### src/sv/pdsp_pkg.sv
// Shared types, constants and helper functions of the USB-PD sink message policy.
`default_nettype none

package pdsp_pkg;

  localparam int unsigned MAX_OBJECTS = 7;
  localparam int unsigned QUEUE_DEPTH = 2;
  localparam int unsigned QPTR_W      = (QUEUE_DEPTH > 1) ? $clog2(QUEUE_DEPTH) : 1;
  localparam int unsigned QCNT_W      = $clog2(QUEUE_DEPTH + 1);

  // input opcodes
  localparam logic [1:0] OP_HEADER = 2'd0;
  localparam logic [1:0] OP_OBJECT = 2'd1;
  localparam logic [1:0] OP_TICK   = 2'd2;

  // configuration register indexes
  localparam logic [1:0] CFG_REQUEST_VOLTS = 2'd0;
  localparam logic [1:0] CFG_SPEC_REVISION = 2'd1;
  localparam logic [1:0] CFG_AMS_TIMEOUT   = 2'd2;

  // control message types
  localparam logic [4:0] T_GOODCRC       = 5'd1;
  localparam logic [4:0] T_ACCEPT        = 5'd3;
  localparam logic [4:0] T_PS_RDY        = 5'd6;
  localparam logic [4:0] T_GET_SINK_CAP  = 5'd8;
  localparam logic [4:0] T_SOFT_RESET    = 5'd13;
  localparam logic [4:0] T_NOT_SUPPORTED = 5'd16;
  // data message types
  localparam logic [4:0] T_SOURCE_CAP    = 5'd1;
  localparam logic [4:0] T_REQUEST       = 5'd2;
  localparam logic [4:0] T_SINK_CAP      = 5'd4;

  localparam logic [31:0] SINK_PDO     = 32'h0401_91F4;
  localparam logic [31:0] REQ_TEMPLATE = 32'h0300_0000;

  localparam logic [1:0] PDO_AUGMENTED = 2'd3;

  // contract phase / policy_state codes
  localparam logic [1:0] PHASE_DEFAULT    = 2'd0;
  localparam logic [1:0] PHASE_TRANSITION = 2'd1;
  localparam logic [1:0] PHASE_EXPLICIT   = 2'd2;

  localparam logic [3:0] NO_RX_ID = 4'd8;

  // 1/20 as 3277/65536, exact for 10-bit operands
  localparam logic [11:0] DIV20_MUL = 12'd3277;

  typedef enum logic [1:0] {
    KIND_HEADER = 2'd0,
    KIND_OBJECT = 2'd1,
    KIND_TICK   = 2'd2
  } pdsp_kind_e;

  typedef struct packed {
    logic [1:0] ptype;
    logic [9:0] max_v;
    logic [9:0] min_v;
    logic [9:0] max_p;
    logic [9:0] max_i;
  } pdsp_contract_t;

  typedef struct packed {
    pdsp_kind_e     kind;
    logic [4:0]     hdr_type;
    logic [2:0]     msg_id;
    logic [2:0]     obj_count;
    pdsp_contract_t pdo;
    logic           pdo_aug;
    logic [5:0]     pdo_volts;
  } pdsp_cmd_t;

  typedef struct packed {
    logic [5:0]  request_volts;
    logic [1:0]  spec_revision;
    logic [15:0] ams_timeout_ticks;
  } pdsp_cfg_t;

  typedef struct packed {
    logic        handled;
    logic        send_valid;
    logic [15:0] tx_header;
    logic        tx_has_object;
    logic [31:0] tx_object;
    logic [1:0]  policy_state;
    logic [5:0]  contract_volts;
    logic        ams_active;
  } pdsp_result_t;

  function automatic logic [5:0] div20(input logic [9:0] x);
    logic [21:0] prod;
    prod = {12'd0, x} * {10'd0, DIV20_MUL};
    return prod[21:16];
  endfunction

  function automatic pdsp_contract_t parse_pdo(input logic [31:0] p);
    pdsp_contract_t c;
    c       = '0;
    c.ptype = p[31:30];
    unique case (p[31:30])
      2'd0: begin
        c.max_v = p[19:10];
        c.max_i = p[9:0];
      end
      2'd1: begin
        c.min_v = p[19:10];
        c.max_v = p[29:20];
        c.max_p = p[9:0];
      end
      2'd2: begin
        c.min_v = p[19:10];
        c.max_v = p[29:20];
        c.max_i = p[9:0];
      end
      default: begin
        c.max_v = {1'b0, p[24:17], 1'b0};
        c.min_v = {1'b0, p[15:8], 1'b0};
        c.max_i = {1'b0, p[6:0], 2'b00} + {3'b000, p[6:0]};
      end
    endcase
    return c;
  endfunction

  function automatic logic [15:0] make_header(input logic [4:0] mtype, input logic [1:0] rev,
                                              input logic [2:0] id, input logic [2:0] count);
    return {1'b0, count, id, 1'b0, rev, 1'b0, mtype};
  endfunction

endpackage

`default_nettype wire

### src/sv/pdsp_if.sv
// Handshake channels for received items and for result beats.
`default_nettype none

interface pdsp_item_if;
  logic        valid;
  logic        ready;
  logic [1:0]  opcode;
  logic [15:0] rx_header;
  logic [31:0] rx_object;

  modport source (output valid, output opcode, output rx_header, output rx_object,
                  input ready);
  modport sink (input valid, input opcode, input rx_header, input rx_object,
                output ready);
endinterface

interface pdsp_result_if;
  logic        valid;
  logic        ready;
  logic        handled;
  logic        send_valid;
  logic [15:0] tx_header;
  logic        tx_has_object;
  logic [31:0] tx_object;
  logic [1:0]  policy_state;
  logic [5:0]  contract_volts;
  logic        ams_active;

  modport source (output valid, output handled, output send_valid, output tx_header,
                  output tx_has_object, output tx_object, output policy_state,
                  output contract_volts, output ams_active, input ready);
  modport sink (input valid, input handled, input send_valid, input tx_header,
                input tx_has_object, input tx_object, input policy_state,
                input contract_volts, input ams_active, output ready);
endinterface

`default_nettype wire

### src/sv/pdsp_front.sv
// Front end: accepts input beats, splits headers and decodes PDOs into commands.
`default_nettype none

module pdsp_front
  import pdsp_pkg::*;
(
  pdsp_item_if.sink  item_i,
  input  logic       q_ready_i,
  output logic       push_o,
  output pdsp_cmd_t  cmd_o
);

  pdsp_contract_t pdo;
  logic           known_op;

  assign pdo          = parse_pdo(item_i.rx_object);
  assign item_i.ready = q_ready_i;
  assign push_o       = item_i.valid && q_ready_i && known_op;

  always_comb begin
    known_op = 1'b1;
    cmd_o.kind = KIND_TICK;
    unique case (item_i.opcode)
      OP_HEADER: cmd_o.kind = KIND_HEADER;
      OP_OBJECT: cmd_o.kind = KIND_OBJECT;
      OP_TICK:   cmd_o.kind = KIND_TICK;
      default:   known_op = 1'b0;
    endcase
    cmd_o.hdr_type  = item_i.rx_header[4:0];
    cmd_o.msg_id    = item_i.rx_header[11:9];
    cmd_o.obj_count = item_i.rx_header[14:12];
    cmd_o.pdo       = pdo;
    cmd_o.pdo_aug   = (pdo.ptype == PDO_AUGMENTED);
    cmd_o.pdo_volts = div20(pdo.max_v);
  end

endmodule

`default_nettype wire

### src/sv/pdsp_queue.sv
// Short command queue between the front end and the policy back end.
`default_nettype none

module pdsp_queue
  import pdsp_pkg::*;
(
  input  logic      clk_i,
  input  logic      rst_ni,
  input  logic      push_i,
  input  pdsp_cmd_t cmd_i,
  output logic      ready_o,
  input  logic      pop_i,
  output logic      valid_o,
  output pdsp_cmd_t cmd_o
);

  pdsp_cmd_t          mem_q [QUEUE_DEPTH];
  logic [QPTR_W-1:0]  wr_ptr_q, wr_ptr_d;
  logic [QPTR_W-1:0]  rd_ptr_q, rd_ptr_d;
  logic [QCNT_W-1:0]  count_q, count_d;
  logic               do_push, do_pop;

  assign ready_o = (count_q != QCNT_W'(QUEUE_DEPTH));
  assign valid_o = (count_q != '0);
  assign cmd_o   = mem_q[rd_ptr_q];
  assign do_push = push_i && ready_o;
  assign do_pop  = pop_i && valid_o;

  always_comb begin
    wr_ptr_d = wr_ptr_q;
    rd_ptr_d = rd_ptr_q;
    count_d  = count_q;
    if (do_push) begin
      wr_ptr_d = (wr_ptr_q == QPTR_W'(QUEUE_DEPTH - 1)) ? '0 : wr_ptr_q + 1'b1;
    end
    if (do_pop) begin
      rd_ptr_d = (rd_ptr_q == QPTR_W'(QUEUE_DEPTH - 1)) ? '0 : rd_ptr_q + 1'b1;
    end
    if (do_push && !do_pop) begin
      count_d = count_q + 1'b1;
    end else if (do_pop && !do_push) begin
      count_d = count_q - 1'b1;
    end
  end

  always_ff @(posedge clk_i or negedge rst_ni) begin
    if (!rst_ni) begin
      wr_ptr_q <= '0;
      rd_ptr_q <= '0;
      count_q  <= '0;
    end else begin
      wr_ptr_q <= wr_ptr_d;
      rd_ptr_q <= rd_ptr_d;
      count_q  <= count_d;
    end
  end

  always_ff @(posedge clk_i) begin
    if (do_push) begin
      mem_q[wr_ptr_q] <= cmd_i;
    end
  end

endmodule

`default_nettype wire

### src/sv/pdsp_back.sv
// Back end: message policy state, PDO selection, replies and the result register.
`default_nettype none

module pdsp_back
  import pdsp_pkg::*;
(
  input  logic          clk_i,
  input  logic          rst_ni,
  input  pdsp_cfg_t     cfg_i,
  input  logic          q_valid_i,
  input  pdsp_cmd_t     cmd_i,
  output logic          pop_o,
  pdsp_result_if.source result_o
);

  logic [2:0]     tx_cnt_q, tx_cnt_d;
  logic [3:0]     last_id_q, last_id_d;
  logic           ams_q, ams_d;
  logic [15:0]    elapsed_q, elapsed_d;
  logic [1:0]     phase_q, phase_d;
  logic [2:0]     left_q, left_d;
  logic [2:0]     index_q, index_d;
  logic [4:0]     rx_type_q, rx_type_d;
  logic           dropped_q, dropped_d;
  logic           found_q, found_d;
  logic [2:0]     pos_q, pos_d;
  pdsp_contract_t sel_q, sel_d;
  logic [5:0]     sel_volts_q, sel_volts_d;
  pdsp_contract_t reqw_q, reqw_d;
  logic [5:0]     req_volts_q, req_volts_d;
  pdsp_contract_t accw_q, accw_d;
  logic [5:0]     acc_volts_q, acc_volts_d;

  logic           out_valid_q, out_valid_d;
  pdsp_result_t   out_q, out_d;
  logic           emit;
  logic [16:0]    tick_next;
  logic [9:0]     req_cur;
  logic [2:0]     req_pos;

  assign pop_o = q_valid_i && (!out_valid_q || result_o.ready);

  always_comb begin
    tx_cnt_d    = tx_cnt_q;
    last_id_d   = last_id_q;
    ams_d       = ams_q;
    elapsed_d   = elapsed_q;
    phase_d     = phase_q;
    left_d      = left_q;
    index_d     = index_q;
    rx_type_d   = rx_type_q;
    dropped_d   = dropped_q;
    found_d     = found_q;
    pos_d       = pos_q;
    sel_d       = sel_q;
    sel_volts_d = sel_volts_q;
    reqw_d      = reqw_q;
    req_volts_d = req_volts_q;
    accw_d      = accw_q;
    acc_volts_d = acc_volts_q;
    emit        = 1'b0;
    out_d       = '0;
    tick_next   = {1'b0, elapsed_q} + 17'd1;
    req_cur     = '0;
    req_pos     = '0;

    if (pop_o) begin
      unique case (cmd_i.kind)
        KIND_HEADER: begin
          left_d = '0;
          if (cmd_i.obj_count == 3'd0) begin
            emit = 1'b1;
            out_d.handled = 1'b1;
            if (cmd_i.hdr_type == T_GOODCRC) begin
              tx_cnt_d = tx_cnt_q + 3'd1;
            end else if ({1'b0, cmd_i.msg_id} == last_id_q) begin
              out_d.handled = 1'b0;
            end else begin
              last_id_d = {1'b0, cmd_i.msg_id};
              unique case (cmd_i.hdr_type)
                T_ACCEPT: begin
                  if (ams_q) begin
                    if (reqw_q != accw_q) phase_d = PHASE_TRANSITION;
                    accw_d      = reqw_q;
                    acc_volts_d = req_volts_q;
                  end
                end
                T_PS_RDY: begin
                  ams_d   = 1'b0;
                  phase_d = PHASE_EXPLICIT;
                end
                T_SOFT_RESET: begin
                  phase_d = PHASE_DEFAULT;
                  tx_cnt_d = '0;
                  out_d.send_valid = 1'b1;
                  out_d.tx_header  = make_header(T_ACCEPT, cfg_i.spec_revision, 3'd0, 3'd0);
                end
                T_GET_SINK_CAP: begin
                  out_d.send_valid    = 1'b1;
                  out_d.tx_header     = make_header(T_SINK_CAP, cfg_i.spec_revision,
                                                    tx_cnt_q, 3'd1);
                  out_d.tx_has_object = 1'b1;
                  out_d.tx_object     = SINK_PDO;
                end
                default: begin
                  out_d.send_valid = 1'b1;
                  out_d.tx_header  = make_header(T_NOT_SUPPORTED, cfg_i.spec_revision,
                                                 tx_cnt_q, 3'd0);
                end
              endcase
            end
          end else begin
            dropped_d = ({1'b0, cmd_i.msg_id} == last_id_q);
            if (!dropped_d) last_id_d = {1'b0, cmd_i.msg_id};
            rx_type_d   = cmd_i.hdr_type;
            left_d      = cmd_i.obj_count;
            index_d     = '0;
            found_d     = 1'b0;
            pos_d       = '0;
            sel_d       = '0;
            sel_volts_d = '0;
          end
        end
        KIND_OBJECT: begin
          if (left_q != 3'd0) begin
            if (!dropped_q && rx_type_q == T_SOURCE_CAP && index_q < 3'(MAX_OBJECTS) &&
                !cmd_i.pdo_aug && (cmd_i.pdo_volts <= cfg_i.request_volts || !found_q)) begin
              sel_d       = cmd_i.pdo;
              sel_volts_d = cmd_i.pdo_volts;
              pos_d       = index_q;
              found_d     = 1'b1;
            end
            index_d = index_q + 3'd1;
            left_d  = left_q - 3'd1;
            if (left_q == 3'd1) begin
              emit = 1'b1;
              if (dropped_q) begin
                out_d.handled = 1'b0;
              end else if (rx_type_q == T_SOURCE_CAP) begin
                ams_d       = 1'b1;
                elapsed_d   = '0;
                reqw_d      = sel_d;
                req_volts_d = sel_volts_d;
                if (found_d) begin
                  req_cur = (sel_d.max_i != 10'd0) ? sel_d.max_i : sel_d.max_p;
                  req_pos = pos_d + 3'd1;
                end
                out_d.handled       = 1'b1;
                out_d.send_valid    = 1'b1;
                out_d.tx_header     = make_header(T_REQUEST, cfg_i.spec_revision,
                                                  tx_cnt_q, 3'd1);
                out_d.tx_has_object = 1'b1;
                out_d.tx_object     = REQ_TEMPLATE | {22'd0, req_cur} |
                                      {12'd0, req_cur, 10'd0} | {1'b0, req_pos, 28'd0};
              end else begin
                out_d.handled = 1'b1;
              end
            end
          end
        end
        KIND_TICK: begin
          if (ams_q) begin
            if (tick_next > {1'b0, cfg_i.ams_timeout_ticks}) begin
              ams_d     = 1'b0;
              elapsed_d = '0;
            end else begin
              elapsed_d = tick_next[15:0];
            end
          end
        end
        default: ;
      endcase
    end

    out_d.policy_state   = phase_d;
    out_d.contract_volts = acc_volts_d;
    out_d.ams_active     = ams_d;

    out_valid_d = out_valid_q && !result_o.ready;
    if (emit) out_valid_d = 1'b1;
  end

  always_ff @(posedge clk_i or negedge rst_ni) begin
    if (!rst_ni) begin
      tx_cnt_q    <= '0;
      last_id_q   <= NO_RX_ID;
      ams_q       <= 1'b0;
      elapsed_q   <= '0;
      phase_q     <= PHASE_DEFAULT;
      left_q      <= '0;
      index_q     <= '0;
      rx_type_q   <= '0;
      dropped_q   <= 1'b0;
      found_q     <= 1'b0;
      pos_q       <= '0;
      sel_q       <= '0;
      sel_volts_q <= '0;
      reqw_q      <= '0;
      req_volts_q <= '0;
      accw_q      <= '0;
      acc_volts_q <= '0;
      out_valid_q <= 1'b0;
    end else begin
      tx_cnt_q    <= tx_cnt_d;
      last_id_q   <= last_id_d;
      ams_q       <= ams_d;
      elapsed_q   <= elapsed_d;
      phase_q     <= phase_d;
      left_q      <= left_d;
      index_q     <= index_d;
      rx_type_q   <= rx_type_d;
      dropped_q   <= dropped_d;
      found_q     <= found_d;
      pos_q       <= pos_d;
      sel_q       <= sel_d;
      sel_volts_q <= sel_volts_d;
      reqw_q      <= reqw_d;
      req_volts_q <= req_volts_d;
      accw_q      <= accw_d;
      acc_volts_q <= acc_volts_d;
      out_valid_q <= out_valid_d;
    end
  end

  always_ff @(posedge clk_i) begin
    if (emit) begin
      out_q <= out_d;
    end
  end

  assign result_o.valid          = out_valid_q;
  assign result_o.handled        = out_q.handled;
  assign result_o.send_valid     = out_q.send_valid;
  assign result_o.tx_header      = out_q.tx_header;
  assign result_o.tx_has_object  = out_q.tx_has_object;
  assign result_o.tx_object      = out_q.tx_object;
  assign result_o.policy_state   = out_q.policy_state;
  assign result_o.contract_volts = out_q.contract_volts;
  assign result_o.ams_active     = out_q.ams_active;

endmodule

`default_nettype wire

### src/sv/usb_pd_sink_message_policy.sv
// Top level of the USB-PD sink message policy: config registers, front end, queue, back end.
// item_i carries one beat per received header (opcode 0), data object (opcode 1)
//   or 1 ms tick (opcode 2); opcode 3 beats are taken and ignored.
// result_o carries one beat per completed message: handled/dropped, an optional
//   reply (header plus at most one data object) and the contract and AMS status.
// Headers with objects, the objects before the last one, and ticks give no beat.
// A taken beat is written into the command queue; the back end pops it, updates the
//   policy state and registers any result beat in its output register. One input
//   beat per cycle is taken while result_o does not stall; the queue holds two entries.
// The cfg port writes request_volts, spec_revision and ams_timeout_ticks at the
//   edge where cfg_we_i is high; indexes past the last register are ignored.
// Reset (rst_ni low, asynchronous) restores the register defaults and the policy
//   state; no clearing pass is needed, the block takes beats right after reset.
// When result_o stalls, the output register holds its beat, the queue fills and
//   item_i.ready drops after at most two more beats; nothing is lost.
`default_nettype none

module usb_pd_sink_message_policy
  import pdsp_pkg::*;
(
  input  logic          clk_i,
  input  logic          rst_ni,
  pdsp_item_if.sink     item_i,
  pdsp_result_if.source result_o,
  input  logic          cfg_we_i,
  input  logic [1:0]    cfg_index_i,
  input  logic [15:0]   cfg_data_i
);

  pdsp_cfg_t cfg_q, cfg_d;
  pdsp_cmd_t front_cmd, queue_cmd;
  logic      front_push, queue_ready, queue_valid, back_pop;

  always_comb begin
    cfg_d = cfg_q;
    if (cfg_we_i) begin
      unique case (cfg_index_i)
        CFG_REQUEST_VOLTS: cfg_d.request_volts     = cfg_data_i[5:0];
        CFG_SPEC_REVISION: cfg_d.spec_revision     = cfg_data_i[1:0];
        CFG_AMS_TIMEOUT:   cfg_d.ams_timeout_ticks = cfg_data_i;
        default: ;
      endcase
    end
  end

  always_ff @(posedge clk_i or negedge rst_ni) begin
    if (!rst_ni) begin
      cfg_q.request_volts     <= 6'd5;
      cfg_q.spec_revision     <= 2'd1;
      cfg_q.ams_timeout_ticks <= 16'd2000;
    end else begin
      cfg_q <= cfg_d;
    end
  end

  pdsp_front u_front (
    .item_i    (item_i),
    .q_ready_i (queue_ready),
    .push_o    (front_push),
    .cmd_o     (front_cmd)
  );

  pdsp_queue u_queue (
    .clk_i   (clk_i),
    .rst_ni  (rst_ni),
    .push_i  (front_push),
    .cmd_i   (front_cmd),
    .ready_o (queue_ready),
    .pop_i   (back_pop),
    .valid_o (queue_valid),
    .cmd_o   (queue_cmd)
  );

  pdsp_back u_back (
    .clk_i     (clk_i),
    .rst_ni    (rst_ni),
    .cfg_i     (cfg_q),
    .q_valid_i (queue_valid),
    .cmd_i     (queue_cmd),
    .pop_o     (back_pop),
    .result_o  (result_o)
  );

endmodule

`default_nettype wire
### src/flat_wrapper.sv
// flat-port wrapper written by rule: the top's interface ports become plain ports
module usb_pd_sink_message_policy_flat import pdsp_pkg::*;
  (clk_i, rst_ni, cfg_we_i, cfg_index_i, cfg_data_i, item_i_valid, item_i_opcode, item_i_rx_header, item_i_rx_object, item_i_ready, result_o_valid, result_o_handled, result_o_send_valid, result_o_tx_header, result_o_tx_has_object, result_o_tx_object, result_o_policy_state, result_o_contract_volts, result_o_ams_active, result_o_ready);
  pdsp_item_if item_i_i ();
  pdsp_result_if result_o_i ();
  input  logic clk_i;
  input  logic rst_ni;
  input  logic cfg_we_i;
  input  logic [1:0] cfg_index_i;
  input  logic [15:0] cfg_data_i;
  input wire logic [$bits(item_i_i.valid)-1:0] item_i_valid;
  input wire logic [$bits(item_i_i.opcode)-1:0] item_i_opcode;
  input wire logic [$bits(item_i_i.rx_header)-1:0] item_i_rx_header;
  input wire logic [$bits(item_i_i.rx_object)-1:0] item_i_rx_object;
  output wire logic [$bits(item_i_i.ready)-1:0] item_i_ready;
  output wire logic [$bits(result_o_i.valid)-1:0] result_o_valid;
  output wire logic [$bits(result_o_i.handled)-1:0] result_o_handled;
  output wire logic [$bits(result_o_i.send_valid)-1:0] result_o_send_valid;
  output wire logic [$bits(result_o_i.tx_header)-1:0] result_o_tx_header;
  output wire logic [$bits(result_o_i.tx_has_object)-1:0] result_o_tx_has_object;
  output wire logic [$bits(result_o_i.tx_object)-1:0] result_o_tx_object;
  output wire logic [$bits(result_o_i.policy_state)-1:0] result_o_policy_state;
  output wire logic [$bits(result_o_i.contract_volts)-1:0] result_o_contract_volts;
  output wire logic [$bits(result_o_i.ams_active)-1:0] result_o_ams_active;
  input wire logic [$bits(result_o_i.ready)-1:0] result_o_ready;
  assign item_i_i.valid = item_i_valid;
  assign item_i_i.opcode = item_i_opcode;
  assign item_i_i.rx_header = item_i_rx_header;
  assign item_i_i.rx_object = item_i_rx_object;
  assign item_i_ready = item_i_i.ready;
  assign result_o_valid = result_o_i.valid;
  assign result_o_handled = result_o_i.handled;
  assign result_o_send_valid = result_o_i.send_valid;
  assign result_o_tx_header = result_o_i.tx_header;
  assign result_o_tx_has_object = result_o_i.tx_has_object;
  assign result_o_tx_object = result_o_i.tx_object;
  assign result_o_policy_state = result_o_i.policy_state;
  assign result_o_contract_volts = result_o_i.contract_volts;
  assign result_o_ams_active = result_o_i.ams_active;
  assign result_o_i.ready = result_o_ready;
  usb_pd_sink_message_policy u_core (.clk_i(clk_i), .rst_ni(rst_ni), .item_i(item_i_i), .result_o(result_o_i), .cfg_we_i(cfg_we_i), .cfg_index_i(cfg_index_i), .cfg_data_i(cfg_data_i));
endmodule
### config.mk
export PLATFORM = sky130hd
export DESIGN_NAME = usb_pd_sink_message_policy_flat
export DESIGN_NICKNAME = d
export VERILOG_FILES = /design/src/sv/pdsp_pkg.sv /design/src/sv/pdsp_if.sv /design/src/sv/pdsp_front.sv /design/src/sv/pdsp_queue.sv /design/src/sv/pdsp_back.sv /design/src/sv/usb_pd_sink_message_policy.sv /design/src/flat_wrapper.sv
export SDC_FILE = /design/constraint.sdc
export NUM_CORES = 1
export LEC_CHECK = 0
export BUFFER_PORTS_ARGS = -buffer_cell sky130_fd_sc_hd__buf_2
export CAP_MARGIN = 20
export CORE_ASPECT_RATIO = 1.1
export CORE_MARGIN = 1.5
export CORE_UTILIZATION = 61
export CTS_CLUSTER_SIZE = 12
export DETAILED_ROUTE_END_ITERATION = 10
export PLACE_DENSITY = 0.83
export SETUP_SLACK_MARGIN = 0.4
export SLEW_MARGIN = 20
export SYNTH_ARGS = -nofsm -noshare
export SYNTH_HDL_FRONTEND = slang
export SYNTH_SLANG_ARGS = --single-unit
### constraint.sdc
create_clock -name clk_i -period 5.9 [get_ports clk_i]
set_input_delay 0.885 -clock clk_i [delete_from_list [all_inputs] [get_ports clk_i]]
set_output_delay 0.885 -clock clk_i [all_outputs]
set_load 0.1 [all_outputs]
### Yosys cells after proc, flatten, opt, wreduce, memory -nomap -nowiden

Memory sizes are Yosys's and may differ from the RTL's.
Index checks and enable logic that the tools add are counted.

| word-level totals | value |
|---|---|
| word-level logic and storage cells | 255 |
| memories kept | 1 |
| ROM bits | 0 |
| output and inout port bits | 62 |
| register bits | 275 |
| input port bits | 73 |
| bits in latches | 0 |
| memory bits (writable) | 124 |

| operators by class | value |
|---|---|
| multiply operators | 1 |
| reductions and logical operators | 48 |
| $lt $le $gt $ge | 3 |
| $add $sub $neg | 10 |
| eq/ne operators | 27 |
| divide/modulo/power cells | 0 |
| bitwise operators | 6 |
| multiplexer cells | 115 |
| shift operators | 0 |

Memories:

| memory | depth | bits a word | read ports | clocked after memory_dff | wr ports | RTL line | RTL |
|---|---|---|---|---|---|---|---|
| u_core.u_queue.mem_q | 2 | 62 | 1 | 0 | 1 | pdsp_queue.sv:17 | `pdsp_cmd_t mem_q [QUEUE_DEPTH];` |

Operator list:

| kind | number |
|---|---|
| $mux 42 | 6 |
| $mux 51 | 4 |
| $mux 50 | 3 |
| $pmux 51 s2 | 1 |
| $mux 16 | 6 |
| $mux 10 | 9 |
| $pmux 42 s2 | 1 |
| $mux 6 | 10 |
| $pmux 10 s2 | 3 |
| $mux 3 | 19 |
| $pmux 17 s3 | 1 |
| $ne 42x42->1 | 1 |
| $mux 33 | 1 |
| $pmux 16 s2 | 1 |
| $or 26x31->31 | 1 |
| $mux 1 | 29 |
| $or 26x20->26 | 1 |
| $mul 10x12->22 const B | 1 |
| $mux 2 | 9 |
| $ne 2x2->1 const B | 9 |
| $pmux 3 s2 | 3 |
| $add 16x1->17 const B | 1 |
| $gt 17x16->1 | 1 |
| $reduce_and 7->1 | 2 |
| 38 further kinds | 87 |

### Longest topological paths before layout

Gate-level depths: netlist of run 1.

| depth | value |
|---|---|
| depth in word-level cells | 25 |
| mapped depth | 24 |
| gate-level depth less buffers | 23 |

### By module

From an unflattened synthesis of run 1, not the netlist that was laid out.

| second synthesis, totals | value |
|---|---|
| cell total of the unflattened synthesis | 1545 |
| area total of the unflattened synthesis | 19587.5 µm² |

Modules (own cells, without submodules):

| module | area an instance (µm²) | sequential area each (µm²) | times used | cells an instance |
|---|---|---|---|---|
| pdsp_back | 10966.8 | 5881.9 | 1 | 958 |
| pdsp_queue | 4968.5 | 3823.7 | 1 | 211 |
| pdsp_front | 2675.1 | 0.0 | 1 | 324 |
| usb_pd_sink_message_policy | 977.2 | 611.8 | 1 | 52 |

### Least setup slack after synthesis of run 1

Ideal clock, no wire load.

| timing path | value |
|---|---|
| path type | input to register |
| start point | input item_i_rx_object[30] |
| end point | memory u_core.u_queue.mem_q[0][5] (netlist bit), data pin |
| arrival | 6.066 ns |
| library setup time | 0.264 ns |
| path buffers | 3 |
| slack | -0.430 ns |
| stages on the path | 22 |
| required time | 5.636 ns |
| cells stage by stage | ha_1 -> clkbuf_1 -> clkbuf_1 -> clkbuf_1 -> nand2_1 -> o21ai_0 -> ha_1 -> fa_1 -> inv_1 -> fa_1 -> inv_1 -> fa_1 -> inv_1 -> fa_1 -> inv_1 -> ha_1 -> a21o_1 -> a221o_1 -> a21oi_1 -> a31oi_1 -> a21oi_1 -> xnor2_1 |

RTL lines:

| what | RTL line | RTL |
|---|---|---|
| start, declared | flat_wrapper.sv:14 | `input wire logic [$bits(item_i_i.rx_object)-1:0] item_i_rx_object;` |
| end, declared | pdsp_queue.sv:17 |  |

==> flow_summary.rst, run 1 <==
.. list-table::
   :header-rows: 1

   * - Metric
     - Value
   * - Status
     - complete, no violations
   * - Power share of the clock group
     - 0.272
   * - Launching element of the worst setup path
     - item_i_rx_object[30]
   * - Setup slack, reg-to-reg
     - 1.45 ns
   * - GRT met1 Usage
     - 0.374
   * - Critical Path Start Type
     - input pin
   * - Peak supply drop
     - 0.339 mV
   * - Global-route wire length before repair
     - 72900 um
   * - Achievable Freq
     - 186 MHz
   * - CP Capture Type
     - flip-flop
   * - YS warnings
     - 0
   * - Maximum level of the CTS H-tree
     - 2
   * - Initial core utilization
     - 0.617
   * - Non-Filler Instances
     - 2237
   * - Worst-case setup margin in the final layout
     - 0.536 ns
   * - Total internal power
     - 5.64 mW
   * - Number of cells on the worst reg-to-reg path
     - 9
   * - Maximum number of pins on one net before global-route repair
     - 119
   * - Final worst-path cycle share
     - 0.909
   * - Number of I/O pins
     - 135
   * - RR Endpoint
     - u_core.u_back.result_o.tx_object[30]
   * - Detailed-route via count
     - 14100
   * - TritonCTS buffer count
     - 40
   * - Total cell area at the placement stage
     - 0.0208 mm^2
   * - Leakage component of the power
     - 9.61 nW
   * - Die footprint
     - 0.0336 mm^2
   * - Worst setup timing slack at the placement stage
     - 0.0865 ns
   * - Worst-Skew Late Latency
     - 0.54 ns
   * - Final number of setup-violating endpoints
     - 0
   * - Class of the worst hold path
     - input pin to async pin
   * - Post-synthesis to final-layout area growth
     - 11.6%
   * - Placeable core area
     - 0.0321 mm^2
   * - GRT Total Usage
     - 0.273
   * - Starting DRC count in detailed routing
     - 1587
   * - CP Data Required Time
     - 6.18 ns
   * - Top area cells in the synthesized netlist
     - sky130_fd_sc_hd__dfrtp_1 26%, sky130_fd_sc_hd__edfxtp_1 25%, sky130_fd_sc_hd__ha_1 6.1%
   * - Number of cell rows
     - 69
   * - Maximum clock path buffer count
     - 3
   * - EDFF count, synth
     - 164
   * - Fraction of final layout cells sized beyond drive strength 1
     - 0.179
   * - Max Cap Violations
     - 0
   * - Power Density
     - 405 mW/mm^2
   * - Async set-or-reset flop fraction in the synthesized netlist
     - 0.567
   * - Post-DRT Antenna Nets
     - 0
   * - Vias per cell
     - 6.31
   * - Sequential cell area fraction in the yosys report
     - 0.521
   * - Area of all placed cells without fillers
     - 0.0221 mm^2
   * - Die boundary height
     - 192 um
   * - Syn avg cell area
     - 11.7 um^2
   * - Quantity of I/O buffers inserted on ports
     - 117
   * - Layer with the highest usage
     - met2
   * - Highest-count cells in the layout ignoring fill and taps
     - 204 x sky130_fd_sc_hd__dfrtp_1, 174 x sky130_fd_sc_hd__nand2_1, 164 x sky130_fd_sc_hd__edfxtp_1, 140 x sky130_fd_sc_hd__o211ai_1, 116 x sky130_fd_sc_hd__buf_2
   * - TritonCTS clock tree
     - yes
   * - Detailed-route wire length per cell
     - 20.2 um
   * - Most common library cell in the layout ignoring fill and taps
     - sky130_fd_sc_hd__dfrtp_1
   * - Total overflow reported by the global router
     - 0
   * - # placed instances
     - 2162
   * - Worst-Margin Slew
     - 1.14 ns
   * - Combinational cell fraction of total power
     - 0.339
   * - Number of failing hold endpoints at the final stage
     - 0
   * - Portion of total power attributed to sequential cells
     - 0.389
   * - Routability cong.
     - 0.899
   * - Synth top area share
     - 0.259
   * - Switching part of the total
     - 0.370
   * - Total half-perimeter wirelength after legalization and detailed placement
     - 30100 um
   * - Distinct cell type count of the synthesized netlist
     - 80
   * - Routing usage on met2
     - 0.448
   * - Top flip-flop cell by instance count after synthesis
     - sky130_fd_sc_hd__dfrtp_1
   * - Class of the most critical setup path
     - input pin to flip-flop
   * - Met3 usage
     - 0.0437
   * - Biggest fanout along the worst timing path
     - 14
   * - Detailed-route DRC error count
     - 0
   * - Setup repair after global routing missed its margin
     - false
   * - Design Power
     - 8.95 mW
   * - Final Max Tran Viols
     - 0
   * - Cell type contributing the most total cell area after synthesis
     - sky130_fd_sc_hd__dfrtp_1
   * - Vias in the first global route
     - 14000
   * - Clk sink count
     - 379
   * - Post-Syn Area
     - 0.0198 mm^2
   * - Number of nets at the end of the flow
     - 1976
   * - #FFs+latches synth
     - 379
   * - Die X
     - 175 um
   * - Shortest clock period the worst path allows after layout
     - 5.36 ns
   * - Clock transition time at the flip-flop clock pins of the worst setup and hold paths
     - 0.06 ns
   * - Startpoint of the worst-slack reg-to-reg timing path
     - u_core.u_queue.rd_ptr_q
   * - CTS Root Buffer Type
     - sky130_fd_sc_hd__clkbuf_16
   * - Worst relative slew slack
     - 0.237
   * - Setup_tns
     - 0 ns
   * - Pre-Repair DR Iteration Count
     - 5
   * - Arrival time at the worst endpoint
     - 5.64 ns
   * - Synth Instances
     - 1693
   * - Clk_skew
     - 0.0327 ns
   * - Antenna violations before repair
     - 3
   * - Final Routed Wirelength
     - 45200 um
   * - Power spent charging and discharging nets
     - 3.32 mW
through the flow:
step,hold slack [ns],utilization
2_1_floorplan,0.443,-
3_3_place_gp,0.459,0.648
3_5_place_dp,0.468,0.648
4_1_cts,0.482,0.687
5_1_grt,0.513,0.688
6_report,0.454,0.688
state kept, by name, summed over array words and instances, names as in the netlist, 10 cells and up:
name	flops
u_core.u_back.sel_q	42
u_core.u_back.result_o.tx_object	18
u_core.cfg_q	24
u_core.u_back.reqw_q	42
u_core.u_back.result_o.tx_header	10
u_core.u_queue.mem_q	124
u_core.u_back.elapsed_q	16
u_core.u_back.accw_q	42
final cells by class:
type | count | area, um^2
clock inverters | 6 | 98.8
flip-flops and latches | 379 | 10300
repair buffers | 147 | 832
inverters | 88 | 330
fillers | 2287 | 10000
multi-input cells | 1124 | 8820
clock buffers | 66 | 1170
well taps | 426 | 533
diodes | 1 | 2.50
routing by layer:
metal / share of wire / vias to the layer above
li1: - / 6442
met1: 0.42 / 6934
met2: 0.48 / 644
met3: 0.074 / 90
met4: 0.029 / 2
met5: 0.00029 / -
logic make-up after synthesis:
family                   synth area share
AO/OA/AOI/OAI                       0.144
XOR/XNOR                           0.0332
adder cells (fa/ha/maj)            0.0876
buffers and inverters              0.0460
flip-flops                          0.521
multiplexers                       0.0746
other                            0.000189
AND/OR/NAND/NOR                    0.0938
worst max-delay path, cell delays in order:
cell and delay, ns:
sky130_fd_sc_hd__buf_2 0.11, sky130_fd_sc_hd__inv_2 0.05, sky130_fd_sc_hd__ha_4 0.30, sky130_fd_sc_hd__buf_4 0.21, sky130_fd_sc_hd__a22oi_1 0.10, sky130_fd_sc_hd__o21ai_1 0.26, sky130_fd_sc_hd__ha_4 0.26, sky130_fd_sc_hd__fa_1 0.53
sky130_fd_sc_hd__inv_1 0.07, sky130_fd_sc_hd__fa_1 0.48, sky130_fd_sc_hd__inv_1 0.06, sky130_fd_sc_hd__fa_1 0.50, sky130_fd_sc_hd__ha_1 0.32, sky130_fd_sc_hd__ha_1 0.31, sky130_fd_sc_hd__and3_4 0.18, sky130_fd_sc_hd__a221o_1 0.34
sky130_fd_sc_hd__a21oi_2 0.22, sky130_fd_sc_hd__a31oi_2 0.14, sky130_fd_sc_hd__buf_4 0.16, sky130_fd_sc_hd__xor2_1 0.14
Yosys cell counts, types with 8 or more instances:
cell type                    n
sky130_fd_sc_hd__a21oi_1    35
sky130_fd_sc_hd__o211ai_1  140
sky130_fd_sc_hd__buf_4      24
sky130_fd_sc_hd__xor2_1     52
sky130_fd_sc_hd__o311ai_0   35
sky130_fd_sc_hd__inv_1      87
sky130_fd_sc_hd__xnor2_1    23
sky130_fd_sc_hd__nor2b_1    11
sky130_fd_sc_hd__fa_1       26
sky130_fd_sc_hd__o21ai_0    61
sky130_fd_sc_hd__a22o_1     22
sky130_fd_sc_hd__a21o_1     12
sky130_fd_sc_hd__nor4_1     17
sky130_fd_sc_hd__dfrtp_1   205
sky130_fd_sc_hd__o31ai_1    14
sky130_fd_sc_hd__mux2i_1    52
sky130_fd_sc_hd__nand3_1    31
sky130_fd_sc_hd__ha_1       97
sky130_fd_sc_hd__clkbuf_1   57
sky130_fd_sc_hd__a211oi_1   10
sky130_fd_sc_hd__nand2b_1   14
sky130_fd_sc_hd__buf_2      23
sky130_fd_sc_hd__mux2_2     63
sky130_fd_sc_hd__nor3_1     33
sky130_fd_sc_hd__and2_1     17
sky130_fd_sc_hd__o311ai_1    8
sky130_fd_sc_hd__dfstp_2    10
sky130_fd_sc_hd__nand2_1   177
sky130_fd_sc_hd__nor2_1     32
sky130_fd_sc_hd__edfxtp_1  164
sky130_fd_sc_hd__a22oi_1    11
sky130_fd_sc_hd__mux2_1     20
sky130_fd_sc_hd__nand4_1     8
how the worst max path moves through the flow:
stage	end	slack, ns	cells past startpoint
global placement	u_core.u_queue.mem_q[1][4]	0.11	20
global route	u_core.u_queue.mem_q[0][5]	0.37	20
floorplan	u_core.u_queue.mem_q[0][5]	0.40	22
detailed placement	u_core.u_queue.mem_q[1][4]	0.09	23
CTS	u_core.u_queue.mem_q[0][4]	0.64	20
finish	u_core.u_queue.mem_q[1][4]	0.54	20
power groups by stage:
| stage | logic (mW) | clock network, mW | registers (mW) |
|---|---|---|---|
| 4_1_cts | 2.99 | 2.47 | 3.48 |
| 3_5_place_dp | 2.96 | 0 | 3.52 |
| 6_report | 3.03 | 2.44 | 3.48 |
| 3_3_place_gp | 2.88 | 0 | 3.49 |
| 2_1_floorplan | 2.00 | 0 | 3.71 |
| 5_1_grt | 3.30 | 2.57 | 3.52 |
timing repair:
item,4_1_cts,5_1_grt
setup buffers,0,2
hold endpoints to repair,0,0
setup endpoints to repair,0,8
hold buffers,0,0
resized for setup,0,4
No activity file was read; power rests on OpenSTA's default activity.
==> inputs of run 2 (changes only) <==
--- a/config.mk
+++ b/config.mk
@@ -12,6 +12,8 @@
 export CORE_UTILIZATION = 61
 export CTS_CLUSTER_SIZE = 12
 export DETAILED_ROUTE_END_ITERATION = 10
+export GPL_TIMING_DRIVEN = 0
+export MAX_ROUTING_LAYER = met4
 export PLACE_DENSITY = 0.83
 export SETUP_SLACK_MARGIN = 0.4
 export SLEW_MARGIN = 20
==> run 2 against run 1 <==
  * Sequential power shrank 1%
  * Clock power is essentially flat
  * Fmax shrank 3.6%
  * Utilization grew 2.9 points
  * Critical endpoint is now u_core.u_queue.mem_q[1][5]
  * Count of clock-buffer cells in the layout shrank 2
  * Die area is the same
  * Setup slack lost 0.20 ns
  * Cell count grew 5.4%
  * Global-route usage grew 4.6 points
  * Critical path depth grew 10
  * Clock skew shrank 0.0067 ns
  * Highest routed layer is now met4
==> flow_summary.rst, run 2 (synthesized netlist as in run 1, its figures left out) <==
.. list-table::
   :header-rows: 1

   * - Metric
     - Value
   * - CP Capture Type
     - flip-flop
   * - Maximum number of pins on one net before global-route repair
     - 94
   * - Biggest fanout along the worst timing path
     - 8
   * - Met3 usage
     - 0.0424
   * - Fraction of final layout cells sized beyond drive strength 1
     - 0.212
   * - Family of cells with the greatest summed delay on the critical path
     - buffers and inverters
   * - Logic depth of the worst path, buffers included
     - 30
   * - Worst-case setup margin in the final layout
     - 0.335 ns
   * - Starting DRC count in detailed routing
     - 1736
   * - Clk sink count
     - 379
   * - TritonCTS buffer count
     - 40
   * - Critical Path Start Type
     - input pin
   * - Delay of the slowest cell on the worst path
     - 0.34 ns
   * - Routability cong.
     - 0.932
   * - Most common library cell in the layout ignoring fill and taps
     - sky130_fd_sc_hd__dfrtp_1
   * - Global-route wire length before repair
     - 80300 um
   * - Number of buffers and inverters on the critical path
     - 17
   * - RR Endpoint
     - u_core.u_back.result_o.tx_object[30]
   * - Register with the most flip-flops
     - u_core.u_queue.mem_q
   * - Layer with the highest usage
     - met2
   * - Arrival time at the worst endpoint
     - 5.85 ns
   * - Area of all placed cells without fillers
     - 0.0230 mm^2
   * - Die X
     - 175 um
   * - Post-synthesis to final-layout area growth
     - 16.3%
   * - Worst-Skew Late Latency
     - 0.55 ns
   * - Final Max Tran Viols
     - 0
   * - Class of the worst hold path
     - input pin to async pin
   * - Number of flip-flops under the largest register name
     - 124
   * - Vias per cell
     - 6.36
   * - Final worst-path cycle share
     - 0.943
   * - Pre-Repair DR Iteration Count
     - 6
   * - Detailed-route wire length per cell
     - 22.1 um
   * - CP Data Required Time
     - 6.18 ns
   * - Class of the most critical setup path
     - input pin to flip-flop
   * - Number of failing hold endpoints at the final stage
     - 0
   * - CTS Root Buffer Type
     - sky130_fd_sc_hd__clkbuf_16
   * - Achievable Freq
     - 180 MHz
   * - Die footprint
     - 0.0336 mm^2
   * - Routing usage on met2
     - 0.512
   * - GRT met1 Usage
     - 0.410
   * - Critical path capture point
     - u_core.u_queue.mem_q[1][5]
   * - Worst-Margin Slew
     - 1.15 ns
   * - TritonCTS clock tree
     - yes
   * - Final core utilization
     - 0.717
   * - Shortest clock period the worst path allows after layout
     - 5.56 ns
   * - Vias in the first global route
     - 14800
   * - Setup slack, reg-to-reg
     - 0.67 ns
   * - Antenna violations before repair
     - 0
   * - Cell seen most often among critical-path stages
     - sky130_fd_sc_hd__buf_4
   * - Number of nets at the end of the flow
     - 2098
   * - Number of cell rows
     - 69
   * - Die boundary height
     - 192 um
   * - Highest-count cells in the layout ignoring fill and taps
     - 205 x sky130_fd_sc_hd__dfrtp_1, 173 x sky130_fd_sc_hd__nand2_1, 164 x sky130_fd_sc_hd__edfxtp_1, 140 x sky130_fd_sc_hd__o211ai_1, 137 x sky130_fd_sc_hd__buf_2
   * - Final Routed Wirelength
     - 52100 um
   * - Setup repair after global routing missed its margin
     - true
   * - Leakage component of the power
     - 10.1 nW
   * - Detailed-route DRC error count
     - 0
   * - Power Density
     - 405 mW/mm^2
   * - Post-DRT Antenna Nets
     - 0
   * - Detailed-route via count
     - 15000
   * - Startpoint of the worst-slack reg-to-reg timing path
     - u_core.u_queue.rd_ptr_q
   * - Number of fill cells
     - 2181
   * - Number of I/O pins
     - 135
   * - Worst setup timing slack at the placement stage
     - -0.791 ns
   * - Maximum clock path buffer count
     - 3
   * - Worst relative slew slack
     - 0.223
   * - Setup_tns
     - 0 ns
   * - Clk_skew
     - 0.0261 ns
   * - Peak supply drop
     - 0.340 mV
   * - Max stage delay cell, worst path
     - sky130_fd_sc_hd__ha_1
   * - Total half-perimeter wirelength after legalization and detailed placement
     - 36800 um
   * - Status
     - complete, no violations
   * - Initial core utilization
     - 0.617
   * - Quantity of I/O buffers inserted on ports
     - 117
   * - Total cell area at the placement stage
     - 0.0213 mm^2
   * - Placeable core area
     - 0.0321 mm^2
   * - Post-CTS Hold Fix Bufs
     - 0
   * - GRT Total Usage
     - 0.318
   * - Launching element of the worst setup path
     - item_i_rx_object[30]
   * - Total overflow reported by the global router
     - 0
   * - Max Cap Violations
     - 0
   * - Antenna fix cells
     - 0
   * - Final number of setup-violating endpoints
     - 0
   * - Maximum level of the CTS H-tree
     - 2
   * - Clock transition time at the flip-flop clock pins of the worst setup and hold paths
     - 0.06 ns
   * - Number of cells on the worst reg-to-reg path
     - 17
[run 2: changes by cell type in the layout (fill, tap and decap cells not counted), moves of 5 or more]
cell / delta
sky130_fd_sc_hd__buf_2: +21
sky130_fd_sc_hd__buf_4: +26
sky130_fd_sc_hd__buf_6: +7
sky130_fd_sc_hd__clkbuf_1: +48
sky130_fd_sc_hd__o21ai_2: +5
[run 2: per-layer routing]
metal	up-vias	routed length [um]
met2	789	25300
met5	-	0
li1	6660	-
met1	7359	20500
met4	0	2220
met3	175	4040
[run 2: what timing repair did]
| item | 4_1_cts | 5_1_grt |
|---|---|---|
| gates resized for setup | 23 | 33 |
| cloned | 1 | 0 |
| pin swaps | 13 | 11 |
| setup buffers | 23 | 9 |
| endpoints found under the setup margin | 12 | 13 |
[run 2: area by class of cell]
class,instances,area [um^2],share of cell area
multi-input combinational,1124,8920,0.387
tap,426,533,0.0231
sequential,379,10300,0.448
timing repair buffer,156,1030,0.0448
clock buffer,64,1150,0.0500
clock inverter,7,73.8,0.00320
buffer,113,662,0.0287
inverter,88,340,0.0148
[run 2: worst min path at each step]
stage,startpoint,end,slack [ns]
after floorplan,u_core.u_back.tx_cnt_q[2],u_core.u_back.tx_cnt_q[2],0.44
after global placement,u_core.u_back.tx_cnt_q[2],u_core.u_back.tx_cnt_q[2],0.46
after detailed placement,u_core.u_back.acc_volts_q[4],u_core.u_back.acc_volts_q[4],0.48
after CTS,rst_ni,u_core.cfg_q[5],0.21
after global routing,rst_ni,u_core.u_back.elapsed_q[9],0.22
final,rst_ni,u_core.u_back.elapsed_q[9],0.21
[run 2: per-stage QoR]
stage          hold slack, ns  cells  power [mW]
5_1_grt                 0.223   2357        9.76
4_1_cts                 0.213   2348        9.11
3_5_place_dp            0.479   2253        6.64
3_3_place_gp            0.459   2247        6.49
2_1_floorplan           0.443   1704        5.71
6_report                0.210   2357        9.32
[run 2: power breakdown]
| part | internal, mW | switching (mW) | leakage [nW] | total (mW) |
|---|---|---|---|---|
| combinational | 1.16 | 2.31 | 5.08 | 3.46 |
| sequential | 3.21 | 0.232 | 4.41 | 3.44 |
| clock | 1.38 | 1.03 | 0.596 | 2.41 |
| total | 5.75 | 3.57 | 10.1 | 9.32 |
